<file path="config.mk">
export PLATFORM = sky130hd
export DESIGN_NAME = sync_length_checksum_deframer_unit_flat
export DESIGN_NICKNAME = d
export VERILOG_FILES = /design/src/sv/sld_pkg.sv /design/src/sv/sld_if.sv /design/src/sv/sync_length_checksum_deframer_unit.sv /design/src/flat_wrapper.sv
export SDC_FILE = /design/constraint.sdc
export NUM_CORES = 1
export LEC_CHECK = 0
export BUFFER_PORTS_ARGS = -buffer_cell sky130_fd_sc_hd__buf_2
export CAP_MARGIN = 20
export CORE_MARGIN = 3
export CORE_UTILIZATION = 30
export DETAILED_ROUTE_END_ITERATION = 10
export GPL_ROUTABILITY_DRIVEN = 0
export SKIP_LAST_GASP = 1
export SLEW_MARGIN = 40
export SYNTH_ARGS = -nofsm -noshare
export SYNTH_HDL_FRONTEND = slang
export SYNTH_SLANG_ARGS = --single-unit
export TNS_END_PERCENT = 50
</file>
<file path="constraint.sdc">
create_clock -name clk -period 6.5 [get_ports clk]
set_input_delay 0.325 -clock clk [delete_from_list [all_inputs] [get_ports clk]]
set_output_delay 0.325 -clock clk [all_outputs]
set_load 0.1 [all_outputs]
</file>
<file path="src/sv/sld_pkg.sv">
`timescale 1ns / 1ps
// ----------------------------------------------------------------------------
// sld_pkg
// Shared types and constants for the sync/length/checksum frame deframer.
// ----------------------------------------------------------------------------
package sld_pkg;

  // Frame format
  localparam logic [7:0] SYNC_BYTE      = 8'h55;
  localparam int         FRAME_CAPACITY = 256;
  localparam int         FRAME_OVERHEAD = 4;
  localparam int         LEN_POS        = 2;

  // Counter widths: held count must reach the capacity, totals reach 255 + 4
  localparam int HELD_W  = 9;
  localparam int TOTAL_W = 9;
  localparam int IDLE_W  = 16;

  // Configuration port
  localparam int                APB_ADDR_W      = 3;
  localparam int                APB_DATA_W      = 32;
  localparam logic              REG_IDLE_TIMEOUT = 1'b0;
  localparam logic [IDLE_W-1:0] TIMEOUT_RESET   = 16'd5000;

  // Result event codes
  typedef enum logic [2:0] {
    EV_NONE     = 3'd0,
    EV_SKIP     = 3'd1,
    EV_ACCEPT   = 3'd2,
    EV_GOOD     = 3'd3,
    EV_BAD      = 3'd4,
    EV_OVERFLOW = 3'd5,
    EV_TIMEOUT  = 3'd6
  } event_t;

endpackage

</file>
<file path="src/sv/sld_if.sv">
`timescale 1ns / 1ps
// ----------------------------------------------------------------------------
// sld_in_if / sld_out_if
// Valid/ready channels for received items and for deframer events.
// ----------------------------------------------------------------------------
interface sld_in_if;
  logic       valid;
  logic       ready;
  logic       func;
  logic [7:0] rx_byte;

  modport source (output valid, func, rx_byte, input ready);
  modport sink   (input valid, func, rx_byte, output ready);
  modport mon    (input valid, ready, func, rx_byte);
endinterface

interface sld_out_if;
  logic       valid;
  logic       ready;
  logic [2:0] event_res;
  logic [7:0] byte_out;
  logic [7:0] position;

  modport source (output valid, event_res, byte_out, position, input ready);
  modport sink   (input valid, event_res, byte_out, position, output ready);
  modport mon    (input valid, ready, event_res, byte_out, position);
endinterface

</file>
<file path="src/sv/sync_length_checksum_deframer_unit.sv">
`timescale 1ns / 1ps
// ----------------------------------------------------------------------------
// sync_length_checksum_deframer_unit
// Hunts for 0x55, collects a length-prefixed frame, checks its 8-bit sum.
// ----------------------------------------------------------------------------
// Usage:
//   rx_chan carries one item per transfer: a received byte (func = 0) or one
//   idle tick (func = 1). Every input transfer yields exactly one result on
//   ev_chan: event code, the accepted byte and its position in the frame.
//   The last byte of a frame reports good or bad checksum; an overflowing
//   byte or an idle timeout discards the partial frame.
//   The result is registered at the edge the input transfer completes.
//   Throughput is one item per cycle while the receiver takes each result, set by
//   the single state update (count, sum, length) and the result register.
//   When the receiver stalls, the result register holds; a new input is
//   taken in the same cycle that the held result is taken (rx ready follows
//   ev ready combinationally while a result waits).
//   The idle timeout register sits at byte address 0 of the APB port;
//   writes complete in the access cycle, pready is tied high.
//   Reset (rst, synchronous) empties the result register, clears the frame
//   state and idle count and loads the timeout with 5000 ticks.
// ----------------------------------------------------------------------------
module sync_length_checksum_deframer_unit (
  input  logic                              clk,
  input  logic                              rst,
  sld_in_if.sink                            rx_chan,
  sld_out_if.source                         ev_chan,
  input  logic                              psel,
  input  logic                              penable,
  input  logic                              pwrite,
  input  logic [sld_pkg::APB_ADDR_W-1:0]    paddr,
  input  logic [sld_pkg::APB_DATA_W-1:0]    pwdata,
  output logic [sld_pkg::APB_DATA_W-1:0]    prdata,
  output logic                              pready
);
  import sld_pkg::*;

  localparam logic [HELD_W-1:0]  CAP_CNT  = HELD_W'(FRAME_CAPACITY);
  localparam logic [HELD_W-1:0]  OVH_CNT  = HELD_W'(FRAME_OVERHEAD);
  localparam logic [HELD_W-1:0]  LEN_CNT  = HELD_W'(LEN_POS);
  localparam logic [TOTAL_W-1:0] OVH_TOT  = TOTAL_W'(FRAME_OVERHEAD);
  localparam logic [IDLE_W-1:0]  IDLE_MAX = '1;

  // Configuration
  logic [IDLE_W-1:0] idle_timeout;
  logic              reg_index;
  logic              cfg_write;

  // Frame state
  logic [HELD_W-1:0]  bytes_held,     bytes_held_next;
  logic [TOTAL_W-1:0] expected_total, expected_total_next;
  logic [7:0]         running_sum,    running_sum_next;
  logic [IDLE_W-1:0]  idle_count,     idle_count_next;

  // Result register
  logic       res_valid;
  event_t     res_event,    res_event_next;
  logic [7:0] res_byte,     res_byte_next;
  logic [7:0] res_position, res_position_next;

  logic              in_xfer;
  logic [HELD_W-1:0] held_inc;
  logic [IDLE_W-1:0] idle_inc;

  // APB register access
  assign pready    = 1'b1;
  assign reg_index = paddr[APB_ADDR_W-1];
  assign cfg_write = psel && penable && pwrite && pready;

  always_comb begin
    prdata = '0;
    if (reg_index == REG_IDLE_TIMEOUT) begin
      prdata = APB_DATA_W'(idle_timeout);
    end
  end

  always_ff @(posedge clk) begin
    if (rst) begin
      idle_timeout <= TIMEOUT_RESET;
    end else if (cfg_write && reg_index == REG_IDLE_TIMEOUT) begin
      idle_timeout <= pwdata[IDLE_W-1:0];
    end
  end

  // Handshake: take an item whenever the result slot is free or draining
  assign rx_chan.ready = !res_valid || ev_chan.ready;
  assign in_xfer       = rx_chan.valid && rx_chan.ready;

  assign held_inc = bytes_held + HELD_W'(1);
  assign idle_inc = (idle_count == IDLE_MAX) ? idle_count : idle_count + IDLE_W'(1);

  // Per-item update of frame state and result
  always_comb begin
    bytes_held_next     = bytes_held;
    expected_total_next = expected_total;
    running_sum_next    = running_sum;
    idle_count_next     = idle_count;
    res_event_next      = EV_NONE;
    res_byte_next       = '0;
    res_position_next   = '0;

    if (rx_chan.func) begin
      // time tick
      idle_count_next = idle_inc;
      if (idle_inc > idle_timeout && bytes_held != '0) begin
        bytes_held_next     = '0;
        expected_total_next = '0;
        running_sum_next    = '0;
        res_event_next      = EV_TIMEOUT;
      end
    end else begin
      idle_count_next = '0;
      if (bytes_held == '0 && rx_chan.rx_byte != SYNC_BYTE) begin
        res_event_next = EV_SKIP;
      end else if (bytes_held >= CAP_CNT) begin
        bytes_held_next     = '0;
        expected_total_next = '0;
        running_sum_next    = '0;
        res_event_next      = EV_OVERFLOW;
      end else begin
        bytes_held_next   = held_inc;
        res_byte_next     = rx_chan.rx_byte;
        res_position_next = bytes_held[7:0];
        if (bytes_held == LEN_CNT) begin
          expected_total_next = TOTAL_W'(rx_chan.rx_byte) + OVH_TOT;
        end
        if (held_inc >= OVH_CNT && TOTAL_W'(held_inc) >= expected_total_next) begin
          // last byte: compare against the sum of everything before it
          res_event_next      = (running_sum == rx_chan.rx_byte) ? EV_GOOD : EV_BAD;
          bytes_held_next     = '0;
          expected_total_next = '0;
          running_sum_next    = '0;
        end else begin
          running_sum_next = running_sum + rx_chan.rx_byte;
          res_event_next   = EV_ACCEPT;
        end
      end
    end
  end

  // State registers
  always_ff @(posedge clk) begin
    if (rst) begin
      bytes_held     <= '0;
      expected_total <= '0;
      running_sum    <= '0;
      idle_count     <= '0;
    end else if (in_xfer) begin
      bytes_held     <= bytes_held_next;
      expected_total <= expected_total_next;
      running_sum    <= running_sum_next;
      idle_count     <= idle_count_next;
    end
  end

  // Result register valid
  always_ff @(posedge clk) begin
    if (rst) begin
      res_valid <= 1'b0;
    end else if (in_xfer) begin
      res_valid <= 1'b1;
    end else if (ev_chan.ready) begin
      res_valid <= 1'b0;
    end
  end

  // Result payload
  always_ff @(posedge clk) begin
    if (in_xfer) begin
      res_event    <= res_event_next;
      res_byte     <= res_byte_next;
      res_position <= res_position_next;
    end
  end

  assign ev_chan.valid     = res_valid;
  assign ev_chan.event_res = res_event;
  assign ev_chan.byte_out  = res_byte;
  assign ev_chan.position  = res_position;

endmodule

</file>
<file path="src/flat_wrapper.sv">
// flat-port wrapper written by rule: the top's interface ports become plain ports
module sync_length_checksum_deframer_unit_flat import sld_pkg::*;
  (clk, rst, psel, penable, pwrite, paddr, pwdata, prdata, pready, rx_chan_valid, rx_chan_func, rx_chan_rx_byte, rx_chan_ready, ev_chan_valid, ev_chan_event_res, ev_chan_byte_out, ev_chan_position, ev_chan_ready);
  sld_in_if rx_chan_i ();
  sld_out_if ev_chan_i ();
  input  logic clk;
  input  logic rst;
  input  logic psel;
  input  logic penable;
  input  logic pwrite;
  input  logic [sld_pkg::APB_ADDR_W-1:0] paddr;
  input  logic [sld_pkg::APB_DATA_W-1:0] pwdata;
  output logic [sld_pkg::APB_DATA_W-1:0] prdata;
  output logic pready;
  input wire logic [$bits(rx_chan_i.valid)-1:0] rx_chan_valid;
  input wire logic [$bits(rx_chan_i.func)-1:0] rx_chan_func;
  input wire logic [$bits(rx_chan_i.rx_byte)-1:0] rx_chan_rx_byte;
  output wire logic [$bits(rx_chan_i.ready)-1:0] rx_chan_ready;
  output wire logic [$bits(ev_chan_i.valid)-1:0] ev_chan_valid;
  output wire logic [$bits(ev_chan_i.event_res)-1:0] ev_chan_event_res;
  output wire logic [$bits(ev_chan_i.byte_out)-1:0] ev_chan_byte_out;
  output wire logic [$bits(ev_chan_i.position)-1:0] ev_chan_position;
  input wire logic [$bits(ev_chan_i.ready)-1:0] ev_chan_ready;
  assign rx_chan_i.valid = rx_chan_valid;
  assign rx_chan_i.func = rx_chan_func;
  assign rx_chan_i.rx_byte = rx_chan_rx_byte;
  assign rx_chan_ready = rx_chan_i.ready;
  assign ev_chan_valid = ev_chan_i.valid;
  assign ev_chan_event_res = ev_chan_i.event_res;
  assign ev_chan_byte_out = ev_chan_i.byte_out;
  assign ev_chan_position = ev_chan_i.position;
  assign ev_chan_i.ready = ev_chan_ready;
  sync_length_checksum_deframer_unit u_core (.clk(clk), .rst(rst), .rx_chan(rx_chan_i), .ev_chan(ev_chan_i), .psel(psel), .penable(penable), .pwrite(pwrite), .paddr(paddr), .pwdata(pwdata), .prdata(prdata), .pready(pready));
endmodule
</file>
# --- Word-level counts from Yosys, hierarchy flattened ---
# Cells that the tools add are included.
classes:
  n_addsub: 4
  magnitude_cmp: 4
  eq_ne: 6
  mux: 29
  n_bitwise: 1
  n_reduce_logical: 14
op_table:
  columns: ["operator", "n"]
  rows:
  - ["9-bit two-way mux", 13]
  - ["16-bit two-way mux", 3]
  - ["8-bit two-way mux", 5]
  - ["3-bit two-way mux", 6]
  - ["16-bit by 1-bit adder with 16-bit output (second input constant)", 1]
  - ["16-bit equality test (second input constant)", 1]
  - ["16-bit > comparator", 1]
  - ["8-bit by 3-bit adder with 9-bit output (second input constant)", 1]
  - ["9-bit by 1-bit adder with 9-bit output (second input constant)", 1]
  - ["9-bit by 2-bit equality test with 1-bit output (second input constant)", 1]
  - ["9-bit by 3-bit greater-or-equal comparator with 1-bit output (second input constant)", 1]
  - ["9-bit greater-or-equal comparator", 1]
  - ["9-bit greater-or-equal comparator (second input constant)", 1]
  - ["9-bit zero test", 1]
  - ["9-bit nonzero test", 1]
  - ["8-bit adder", 1]
  - ["8-bit equality test", 1]
  - ["8-bit by 7-bit inequality test with 1-bit output (second input constant)", 1]
  - ["1-bit logical AND", 7]
  - ["3-bit AND reduction", 1]
  - ["3-bit OR reduction", 1]
  - ["1-bit two-way mux", 2]
  - ["2-bit by 1-bit inequality test with 1-bit output (second input constant)", 1]
  - ["2-bit inequality test (second input constant)", 1]
  - ["4 further kinds", 4]
totals:
  reg_bits: 78
  inputBits: 51
  out_inout_bits: 54
  elab_cells: 67

# --- Depth between registers and ports, before layout ---
depth:
  word_depth: 11
  mapped_depth: 17
  ltp_nobuf: 14

# --- Least setup slack after synthesis ---
# Ideal clock, no wire load.
synth_path:
  kind: "reg2reg"
  start: "register u_core.idle_count[5]"
  end: "register u_core.expected_total[2]"
  setup_ps: 67
  arrival_time_ps: 3815
  required_time_ps: 6433
  path_slack_ps: 2618
  path_stages_with_launch: 16
  n_path_buf: 2
  period_less_slack_ps: 3882
  path_cell_list: "dfxtp_1 and4_1 nand4_1 or4_1 clkbuf_1 nand4_1 xnor2_1 ha_1 a21oi_1 o21a_1 nor3_1 or4_1 a311oi_1 clkbuf_1 nand2_1 o21ai_2"
synth_between:
  elab_chain_cells: 6
  elab_cells_between_ends: 7
  cone_classes: "add/sub (1); order compare (1); eq/ne (2); mux (1); reduce/logical (2)"
synth_rtl:
  columns: ["item", "line", "text"]
  rows:
  - ["start: declaration", "sync_length_checksum_deframer_unit.sv:53", "logic [IDLE_W-1:0] idle_count, idle_count_next;"]
  - ["start signal: assignment", "sync_length_checksum_deframer_unit.sv:152", "idle_count <= idle_count_next;"]
  - ["16-bit by 1-bit adder with 16-bit output or 16-bit equality test (tied branches)", "sync_length_checksum_deframer_unit.sv:90", "assign idle_inc = (idle_count == IDLE_MAX) ? idle_count : idle_count + IDLE_W'(1);"]
  - ["16-bit two-way mux *", "sync_length_checksum_deframer_unit.sv:90", null]
  - ["16-bit > comparator *", "sync_length_checksum_deframer_unit.sv:105", "if (idle_inc > idle_timeout && bytes_held != '0) begin"]
  - ["1-bit logical AND *", "sync_length_checksum_deframer_unit.sv:105", null]
  - ["2-bit by 1-bit inequality test with 1-bit output (no source line) *", null, null]
  - ["3-bit AND reduction (no source line) *", null, null]
  - ["end signal: assignment", "sync_length_checksum_deframer_unit.sv:150", "expected_total <= expected_total_next;"]
  - ["end: declaration", "sync_length_checksum_deframer_unit.sv:51", "logic [TOTAL_W-1:0] expected_total, expected_total_next;"]
# Every way passes the cells marked *; elsewhere a longest branch is shown, timed or not.
# A chain may end at the register's enable or synchronous reset.

# --- Worst setup path in the final report ---
layout_path:
  start: "register u_core.idle_count[6]"
  end: "register u_core.running_sum[4]"
layout_between:
  elab_chain_cells: 6
  elab_cells_between_ends: 7
  cone_classes: "add/sub (1); order compare (1); eq/ne (2); mux (1); reduce/logical (2)"
layout_rtl:
  columns: ["item", "line", "text"]
  rows:
  - ["16-bit by 1-bit adder with 16-bit output or 16-bit equality test (tied branches)", "sync_length_checksum_deframer_unit.sv:90", null]
  - ["16-bit two-way mux *", "sync_length_checksum_deframer_unit.sv:90", null]
  - ["16-bit > comparator *", "sync_length_checksum_deframer_unit.sv:105", null]
  - ["1-bit logical AND *", "sync_length_checksum_deframer_unit.sv:105", null]
  - ["2-bit by 1-bit inequality test with 1-bit output (no source line) *", null, null]
  - ["3-bit AND reduction (no source line) *", null, null]
  - ["end signal: assignment", "sync_length_checksum_deframer_unit.sv:151", "running_sum <= running_sum_next;"]
  - ["end: declaration", "sync_length_checksum_deframer_unit.sv:52", "logic [7:0] running_sum, running_sum_next;"]
# Marked as above.

==> metrics <==
clock latency on the worst-skew pair 350 ps; WP data arrival 5190 ps; layout cells sized above 1 16.0%; Num CTS Buffers 9; Area growth, synth to finish 14.1%; Critical R2R Capture u_core.running_sum[4]; maximum clock path buffer count 2; met3 Resource Use GR 2.72%; RSZ-0062 raised after global routing no; CP peak stage delay 720 ps; Post-CTS Setup Bufs 0; 1st-iter DRT viols 274; Power Total 1.16 mW; layer with the highest usage met2; drt total wl 11300 um; # rows 45; most common cell in the netlist nand2_1; Yosys cell types 57; post_cts resized 0; Routed WL per cell 13.3 um; # hold bufs at CTS 0; CTS clk-pin slew, worst paths 60 ps; Die X 134 um; WP data required 6700 ps; CP Capture Type flip-flop; FF-to-FF setup slack 1510 ps; global-route wire length before repair 19000 um; Worst setup SP type flip-flop; Initial Util 31.4%; fill cell count 1653; leakage dissipation roughly 2.3 nW; post-layout utilization of the core 35.8%; sequential area share after synthesis 35.9%; GRT overflow 0; io pins between 100 and 150; slew at the pin closest to its max-slew limit 804 ps; H-Tree Depth 3; Setup TNS 0 ps; power per standard cell area 208 nW/um^2; met2 Use GR about a fifth; final hold vios 0; IO Port Bufs 69; Synth top area share 24.2%; clock sink count between 70 and 80; CTS tree yes; Post-synth top flop dfxtp_1; final slew viol count 0; vias in the first global route 3826; dominant cell type by area after synthesis dfxtp_1; most area-consuming cells after synthesis dfxtp_1 (24%), edfxtp_1 (12%), ha_1 (9.7%); DRC errors left 0; status finished, final reports clean; most frequent cells after synthesis nand2_1 (76), dfxtp_1 (59), nor2_1 (52), a21oi_1 (49), ha_1 (38); Synth Register Bits slightly below 80; Synth Warn # 0; Tmin final 4990 ps; worst-path cell chain and4_1, nand4_1, nor4_1, nor2_1, nand4_1, xnor2_1, ha_1, nand4_1, nor4_1, a21boi_0, or4_1, a31oi_1, or3b_1, o21ai_0; Avg Cell Area, Syn 8.24 um^2; ys async rst share 0%; drt pass-1 iters 4; most frequent CP cell nand4_1; Clock Tree Root clkbuf_16; Detail Placement HPWL 8390 um; # setup viols final 0; vias per inst 4.74; # nets final 730; Die Y-Extent roughly 130 um; hold_sp pwdata[3]; antenna cells 0; Min Hold Slack 183 ps; Synth Instances 592; die area 17800 um^2; number of max-cap violations 0; Hold Path Class in -> reg; core area 15500 um^2; initial antenna violation count 0; relative slew slack between 40% and 50%; crit path launch u_core.idle_count[6]; Total Routing Usage GR 13.1%; Final period util 76.7%; R2R Path Start u_core.idle_count[6]; met1 Resource Use GR 18.1%; number of synthesized flops with an enable pin 19; fmax 200 MHz; Synth Cell Area 4880 um^2; WS Path Type reg -> reg; VDD IR max 0.133 mV; largest net degree at the start of global routing 44; Critical Path Fanout Max 17; Worst R2R Path Depth 14; Worst Clk Skew between 6 and 7 ps; slowest stage cell, crit path or3b_1; Final ANT Viol Nets 0; Critical Path Sink u_core.running_sum[4]; via count 4056
## critical path, delay by kind of cell (launching register included)
kind | cells | cell delay, ps
compound gates | 3 | 840
flops | 1 | 420
fa+ha+maj | 1 | 270
xor+xnor | 1 | 150
simple gates | 9 | 3140
## cells in the final DEF, fill, tap and decap left out, drive strengths merged, types with 21 or more instances in the layout
cell and instances:
a21oi 49, buf 71, dfxtp 59, ha 38, inv 32, nand2 77, nand3 21, nor2 52
o21ai 32, xnor2 23
## state kept, by name (all words and copies together) (netlist names)
name,cells
u_core.ev_chan.position,8
u_core.running_sum,8
u_core.ev_chan.valid,1
u_core.ev_chan.event_res,3
u_core.bytes_held,9
u_core.idle_timeout,16
u_core.expected_total,9
u_core.ev_chan.byte_out,8
u_core.idle_count,16
## worst min path at each step
stage,end,cells past startpoint
4_1_cts,u_core.idle_timeout[3],2
3_3_place_gp,u_core.expected_total[7],2
6_report,u_core.idle_timeout[3],2
3_5_place_dp,u_core.expected_total[0],2
5_1_grt,u_core.idle_timeout[8],2
2_1_floorplan,u_core.expected_total[0],2
## cell type report
class / count / area (um^2) / area share, %
Multi-Input combinational cell: 449 / 2800 / 50.4
Inverter: 31 / 116 / 2.09
Timing Repair Buffer: 71 / 363 / 6.52
Tap cell: 211 / 264 / 4.74
Clock buffer: 10 / 229 / 4.12
Clock inverter: 5 / 36.3 / 0.652
Sequential cell: 78 / 1750 / 31.5
## metal layers
layer | up-vias | share of wire (%)
li1 | 2111 | -
met1 | 1869 | 51
met2 | 65 | 44
met3 | 11 | 3.5
met4 | 0 | 1.5
met5 | - | 0
## power by group
group,switching [mW],total (mW),leakage (nW),internal (mW)
sequential,0.00283,0.508,0.668,0.505
clock,0.205,0.462,0.123,0.257
combinational,0.155,0.185,1.46,0.0298
total,0.363,1.16,2.25,0.792
## metrics by stage
step	setup WS [ps]	instances	area, um^2
3_5_place_dp	1530	840	5300
6_report	1510	855	5560
2_1_floorplan	2620	607	4930
3_3_place_gp	1570	839	5290
4_1_cts	1490	855	5560
5_1_grt	1060	855	5560
## cell families after synthesis
group	count (synthesis)	share of synthesized area, %
XOR/XNOR	30	5.39
adder cells (fa/ha/maj)	39	10.2
multiplexers	6	1.31
AO/OA/AOI/OAI	122	15.7
AND/OR/NAND/NOR	235	23.2
flip-flops	78	35.9
buffers and inverters	80	8.16
other	2	0.154
Power figures use the tool's default switching activity.
